<file path="src/rtl/cfq_pkg.sv">
// Package with the command, status and state types of the FIFO queue.
package cfq_pkg;

  localparam int MAX_RESULTS = 16;
  localparam int CAP_W = 5;
  localparam logic [CAP_W-1:0] CAP_RESET = 5'd16;
  localparam int WORD_W = 32;

  typedef enum logic [1:0] {
    CMD_ENQ   = 2'd0,
    CMD_DEQ   = 2'd1,
    CMD_PEEK  = 2'd2,
    CMD_PRINT = 2'd3
  } cmd_t;

  typedef enum logic [1:0] {
    ST_OK    = 2'd0,
    ST_FULL  = 2'd1,
    ST_EMPTY = 2'd2
  } status_t;

  typedef enum logic [1:0] {
    S_IDLE = 2'd0,
    S_READ = 2'd1,
    S_SEND = 2'd2
  } state_t;

endpackage

</file>
<file path="src/rtl/cfq_ram.sv">
// Generic single-write, single-read RAM with a registered read port.
module cfq_ram #(
  parameter int WIDTH = 32,
  parameter int DEPTH = 16
) (
  input  logic                     clk,
  input  logic                     wr_en,
  input  logic [$clog2(DEPTH)-1:0] wr_addr,
  input  logic [WIDTH-1:0]         wr_data,
  input  logic                     rd_en,
  input  logic [$clog2(DEPTH)-1:0] rd_addr,
  output logic [WIDTH-1:0]         rd_data
);

  logic [WIDTH-1:0] mem [DEPTH];

  always_ff @(posedge clk) begin
    if (wr_en) begin
      mem[wr_addr] <= wr_data;
    end
    if (rd_en) begin
      rd_data <= mem[rd_addr];
    end
  end

endmodule

</file>
<file path="src/rtl/circular_fifo_queue_top.sv">
// Top level of the ring-buffer FIFO queue of signed 32-bit words.
// One command is taken at a time. The block stalls its input until every result
// beat of that command has been taken. An enqueue, and any command on an empty
// queue, gives its result in the cycle after acceptance. A dequeue or a peek
// first passes through a read state for the slot RAM. A print walks the stored
// words from oldest to newest, at most 16 of them; each beat passes through a
// read state and a send state held by output stalls, because each beat waits for
// its own RAM read. A write to the capacity register empties the queue. The slot
// RAM is never cleared: only slots that hold stored words are read.
module circular_fifo_queue_top #(
  parameter int DEPTH = 16
) (
  input  logic                                clk,
  input  logic                                rst,
  input  logic                                cfg_wr_en,
  input  logic [cfq_pkg::CAP_W-1:0]           cfg_wr_data,
  input  logic                                in_valid,
  output logic                                in_stall,
  input  logic [1:0]                          cmd,
  input  logic signed [cfq_pkg::WORD_W-1:0]   value,
  output logic                                out_valid,
  input  logic                                out_stall,
  output logic [1:0]                          status,
  output logic signed [cfq_pkg::WORD_W-1:0]   data,
  output logic                                last
);

  localparam int AddrW = $clog2(DEPTH);
  localparam int CntW  = $clog2(DEPTH + 1);
  localparam int RemW  = $clog2(cfq_pkg::MAX_RESULTS);

  cfq_pkg::state_t              state, state_next;
  cfq_pkg::status_t             status_q;
  cfq_pkg::cmd_t                cmd_in;
  logic [cfq_pkg::CAP_W-1:0]    capacity;
  logic [CntW-1:0]              cap_eff;
  logic [AddrW-1:0]             head, tail, ptr;
  logic [CntW-1:0]              occupancy;
  logic [RemW-1:0]              remaining;
  logic                         use_mem;
  logic                         in_acc, out_acc, full;
  logic                         ram_wr_en, ram_rd_en;
  logic [cfq_pkg::WORD_W-1:0]   ram_q;

  function automatic logic [AddrW-1:0] advance(input logic [AddrW-1:0] idx,
                                               input logic [CntW-1:0] lim);
    logic [CntW-1:0] n;
    n = CntW'(idx) + CntW'(1);
    return (n >= lim) ? '0 : idx + AddrW'(1);
  endfunction

  assign cmd_in  = cfq_pkg::cmd_t'(cmd);
  assign in_acc  = in_valid && !in_stall;
  assign out_acc = out_valid && !out_stall;
  assign full    = (occupancy >= cap_eff);

  always_comb begin
    if (capacity == '0) begin
      cap_eff = CntW'(1);
    end else if (32'(capacity) > DEPTH) begin
      cap_eff = CntW'(DEPTH);
    end else begin
      cap_eff = CntW'(capacity);
    end
  end

  always_comb begin
    state_next = state;
    case (state)
      cfq_pkg::S_IDLE: begin
        if (in_acc) begin
          if (cmd_in == cfq_pkg::CMD_ENQ || occupancy == '0) begin
            state_next = cfq_pkg::S_SEND;
          end else begin
            state_next = cfq_pkg::S_READ;
          end
        end
      end
      cfq_pkg::S_READ: state_next = cfq_pkg::S_SEND;
      cfq_pkg::S_SEND: begin
        if (out_acc) begin
          state_next = (remaining == '0) ? cfq_pkg::S_IDLE : cfq_pkg::S_READ;
        end
      end
      default: state_next = cfq_pkg::S_IDLE;
    endcase
  end

  always_comb begin
    in_stall  = (state != cfq_pkg::S_IDLE);
    out_valid = (state == cfq_pkg::S_SEND);
    ram_rd_en = (state == cfq_pkg::S_READ);
    ram_wr_en = in_acc && (cmd_in == cfq_pkg::CMD_ENQ) && !full;
  end

  always_ff @(posedge clk) begin
    if (rst) begin
      state     <= cfq_pkg::S_IDLE;
      capacity  <= cfq_pkg::CAP_RESET;
      head      <= '0;
      tail      <= '0;
      occupancy <= '0;
      remaining <= '0;
    end else begin
      state <= state_next;
      if (cfg_wr_en) begin
        capacity  <= cfg_wr_data;
        head      <= '0;
        tail      <= '0;
        occupancy <= '0;
      end else if (in_acc) begin
        remaining <= '0;
        use_mem   <= 1'b0;
        ptr       <= head;
        case (cmd_in)
          cfq_pkg::CMD_ENQ: begin
            if (full) begin
              status_q <= cfq_pkg::ST_FULL;
            end else begin
              status_q  <= cfq_pkg::ST_OK;
              tail      <= advance(tail, cap_eff);
              occupancy <= occupancy + CntW'(1);
            end
          end
          cfq_pkg::CMD_DEQ: begin
            if (occupancy == '0) begin
              status_q <= cfq_pkg::ST_EMPTY;
            end else begin
              status_q  <= cfq_pkg::ST_OK;
              use_mem   <= 1'b1;
              occupancy <= occupancy - CntW'(1);
              if (occupancy == CntW'(1)) begin
                head <= '0;
                tail <= '0;
              end else begin
                head <= advance(head, cap_eff);
              end
            end
          end
          cfq_pkg::CMD_PEEK: begin
            if (occupancy == '0) begin
              status_q <= cfq_pkg::ST_EMPTY;
            end else begin
              status_q <= cfq_pkg::ST_OK;
              use_mem  <= 1'b1;
            end
          end
          cfq_pkg::CMD_PRINT: begin
            if (occupancy == '0) begin
              status_q <= cfq_pkg::ST_EMPTY;
            end else begin
              status_q <= cfq_pkg::ST_OK;
              use_mem  <= 1'b1;
              if (32'(occupancy) > cfq_pkg::MAX_RESULTS) begin
                remaining <= RemW'(cfq_pkg::MAX_RESULTS - 1);
              end else begin
                remaining <= RemW'(occupancy - CntW'(1));
              end
            end
          end
          default: status_q <= cfq_pkg::ST_EMPTY;
        endcase
      end else if (out_acc && remaining != '0) begin
        ptr       <= advance(ptr, cap_eff);
        remaining <= remaining - RemW'(1);
      end
    end
  end

  cfq_ram #(
    .WIDTH (cfq_pkg::WORD_W),
    .DEPTH (DEPTH)
  ) u_slots (
    .clk     (clk),
    .wr_en   (ram_wr_en),
    .wr_addr (tail),
    .wr_data (value),
    .rd_en   (ram_rd_en),
    .rd_addr (ptr),
    .rd_data (ram_q)
  );

  assign status = status_q;
  assign data   = use_mem ? $signed(ram_q) : '0;
  assign last   = (remaining == '0);

endmodule

</file>
<file path="config.mk">
export PLATFORM = sky130hd
export DESIGN_NAME = circular_fifo_queue_top
export DESIGN_NICKNAME = d
export VERILOG_FILES = /design/src/rtl/cfq_pkg.sv /design/src/rtl/cfq_ram.sv /design/src/rtl/circular_fifo_queue_top.sv
export SDC_FILE = /design/constraint.sdc
export NUM_CORES = 1
export LEC_CHECK = 0
export ABC_CLOCK_PERIOD_IN_PS = 11200
export BUFFER_PORTS_ARGS = -buffer_cell sky130_fd_sc_hd__buf_2
export CAP_MARGIN = 30
export CORE_UTILIZATION = 47
export DETAILED_ROUTE_END_ITERATION = 10
export GPL_ROUTABILITY_DRIVEN = 0
export GPL_TIMING_DRIVEN = 0
export MAX_ROUTING_LAYER = met4
export PLACE_DENSITY = 0.74
export REMOVE_ABC_BUFFERS = 1
export SYNTH_ARGS = -nofsm -noshare
export SYNTH_HDL_FRONTEND = slang
export SYNTH_SLANG_ARGS = --single-unit
</file>
<file path="constraint.sdc">
create_clock -name clk -period 11.2 [get_ports clk]
set_input_delay 0 -clock clk [delete_from_list [all_inputs] [get_ports clk]]
set_output_delay 0 -clock clk [all_outputs]
set_load 0.02 [all_outputs]
</file>
==> metrics.md <==
| Metric | Value |
|---|---|
| DIE HEIGHT | `222 um` |
| Power Density | `163 nW/um2` |
| Setup violators final | `0` |
| Worst-Skew Late Latency | `630 ps` |
| Final ANT Viol Nets | `0` |
| Routed via count | `11,372` |
| CP endpoint kind | `flip-flop` |
| Total gr overflow | `0` |
| Layout cells sized above 1 | `29.8%` |
| First-pass GRT wire length | `75,500 um` |
| Final nets | `1,333` |
| Maximum clock path buffer count | `3` |
| # clock sinks | `575` |
| IO Port Bufs | `80` |
| Area taken by flip-flops and latches | `17,000 um2` |
| RSZ-0062 raised after global routing | `false` |
| Worst Path Max Fanout | `18` |
| Design Power | `4.46 mW` |
| Post-route cell area | `27,400 um2` |
| WL/cell | `26.5 um` |
| Async SR Flop Fraction | `0%` |
| Largest net degree at the start of global routing | `21` |
| Residual DRC | `0` |
| Cell count after synthesis | `1,067` |
| Final-report hold violation count | `0` |
| Initial antenna violation count | `2` |
| Critical Path RT | `11,500 ps` |
| CTS tree | `done` |
| H-Tree Depth | `2` |
| Clock Root Buffer | `clkbuf_16` |
| Clock transition at path regs | `70 ps` |
| Pleak | `8.95 nW` |
| Post-CTS setup buffers | `0` |
| CTS Buf Count | `56` |
| Post-Syn Area | `22,700 um2` |
| Worst-Margin Slew | `971 ps` |
| Setup_tns | `0 ps` |
| Post-Syn Area per Cell | `21.3 um2` |
| Crit path DAT | `4270 ps` |
| Multi-input gate area | `5550 um2` |
| Post-synth EDFFs | `551` |
| Slew Viols, Final | `0` |
| Leading cell type in the layout, fill and taps excluded | `edfxtp_1` |
| Drt initial violations | `1,131` |
| Clk_skew | `46.0 ps` |
| Die area | `49,200 um2` |
| Max Clock Freq | `252 MHz` |
| Most frequent cells in the layout | `edfxtp_1, mux4_2, buf_2, dlygate4sd3_1, clkbuf_16` |
| Rows | `80` |
| Die width | `222 um` |
| Vias in the first global route | `11,991` |
| GRT Total Usage | `21.7%` |
| Synth Warn # | `0` |
| Synth Flop Type | `edfxtp_1` |
| FF+latch count, synth | `575` |
| DP Worst Slack | `7320 ps` |
| Critical path class | `reg -> reg` |
| Fill cell count | `3,349` |
| P&R area growth vs syn | `20.4%` |
| Placed Area | `24,900 um2` |
| Max-Cap Viols | `0` |
| Post-CTS Resized | `0` |
| Max IR drop VDD | `0.000111 V` |
| HPWL after DPL | `29,300 um` |
| Hold WC Path Type | `in -> reg` |
| IO Pins | `81` |
| Status | `complete, no violations` |
| Final worst slack | `7230 ps` |
| Core area | `47,700 um2` |
| Final Critical Period | `3970 ps` |
| Synth cell types | `61` |
| Initial Utilization | `47.6%` |
| Hold WS | `230 ps` |
| Final period utilization | `35.5%` |
| Drt total wl | `51,000 um` |
| Sequential area share after synthesis | `74.9%` |
| First-pass DRT Iterations | `5` |
| CP startpoint kind | `flip-flop` |
| Post-detailed-route via-to-cell ratio | `5.91` |
| Slew HR | `35.1%` |
[per-layer routing]
| layer | up-vias | track usage [%] | wire length (um) |
|---|---|---|---|
| met1 | 5982 | 27.9 | 20700 |
| met2 | 447 | 35.8 | 26000 |
| met5 | - | - | 0 |
| met4 | 0 | 6.74 | 1270 |
| met3 | 96 | 3.43 | 3030 |
| li1 | 4847 | - | - |
[registers in the layout, summed over array words and instances (netlist names)]
signal           cells
capacity             5
remaining            4
state                2
u_slots.mem        512
occupancy            5
u_slots.rd_data     32
status               2
ptr                  4
tail                 4
use_mem              1
head                 4
[path summary, 6_finish.rpt]
kind | startpoint | endpoint | slack (ps) | cells after the start
max | capacity[1] | u_slots.mem[13][14] | 7230 | 10
min | in_valid | state[0] | 230 | 3
max reg2reg | capacity[1] | u_slots.mem[13][14] | 7230 | 10
min reg2reg | head[1] | head[1] | 500 | 2
[critical path, stage by stage, from the launching register on]
cell	delay, ps
dfxtp_1	350
nor3_1	190
nor2_1	60
nor2_1	290
ha_1	300
nand2b_1	140
a31oi_1	340
o21ba_2	310
nand4_1	460
nor2_4	930
buf_16	260
[synth_stat cells, drive strengths merged (2+ instances only)]
cell type	number	area share (%)
nor3b	2	0.066
nor2	39	0.68
o31ai	3	0.099
o21a	2	0.066
nor4b	2	0.17
or3	3	0.083
nand4b	3	0.12
edfxtp	551	73
nor2b	5	0.14
and2	34	0.94
and3	3	0.083
maj3	2	0.088
or2	3	0.083
xnor2	6	0.23
buf	30	0.70
a221o	2	0.088
a21oi	24	0.53
nand2b	10	0.28
a21o	4	0.13
o21ai	12	0.28
nand2	28	0.46
o32ai	2	0.077
inv	15	0.25
nand3	11	0.24
o2111a	2	0.099
ha	28	1.5
a31oi	2	0.055
dfxtp	24	2.1
nor3	9	0.20
mux2i	7	0.31
clkbuf	17	0.28
mux4	160	16
[cell families after synthesis]
family / share of synthesized area [%]
buf+inv: 1.23
fa+ha+maj: 1.63
compound gates: 2.02
mux: 16.2
flops: 74.9
simple gates: 3.71
xor+xnor: 0.270
[cell type report]
type / count / share of cell area (%)
Sequential cell: 575 / 62.2
Multi-Input combinational cell: 430 / 20.3
Timing Repair Buffer: 183 / 7.75
Clock buffer: 66 / 5.26
Tap cell: 615 / 2.81
Clock inverter: 37 / 1.43
Inverter: 15 / 0.206
Antenna cell: 2 / 0.0183
[power by group]
group	internal [mW]	switching, mW	total (mW)
combinational	0.0967	0.104	0.201
clock	1.06	0.815	1.88
sequential	2.36	0.00982	2.37
[what timing repair did]
item / in CTS / in global routing
endpoints found under the hold margin: 535 / 0
hold buffers: 59 / 0
setup endpoints to repair: 0 / 0
[stage by stage]
step	std cells	utilization, %
2_1_floorplan	1020	-
3_3_place_gp	1715	49.6
3_5_place_dp	1758	52.2
4_1_cts	1920	57.2
5_1_grt	1923	57.3
6_report	1923	57.3
No activity file was read; power rests on OpenSTA's default activity.
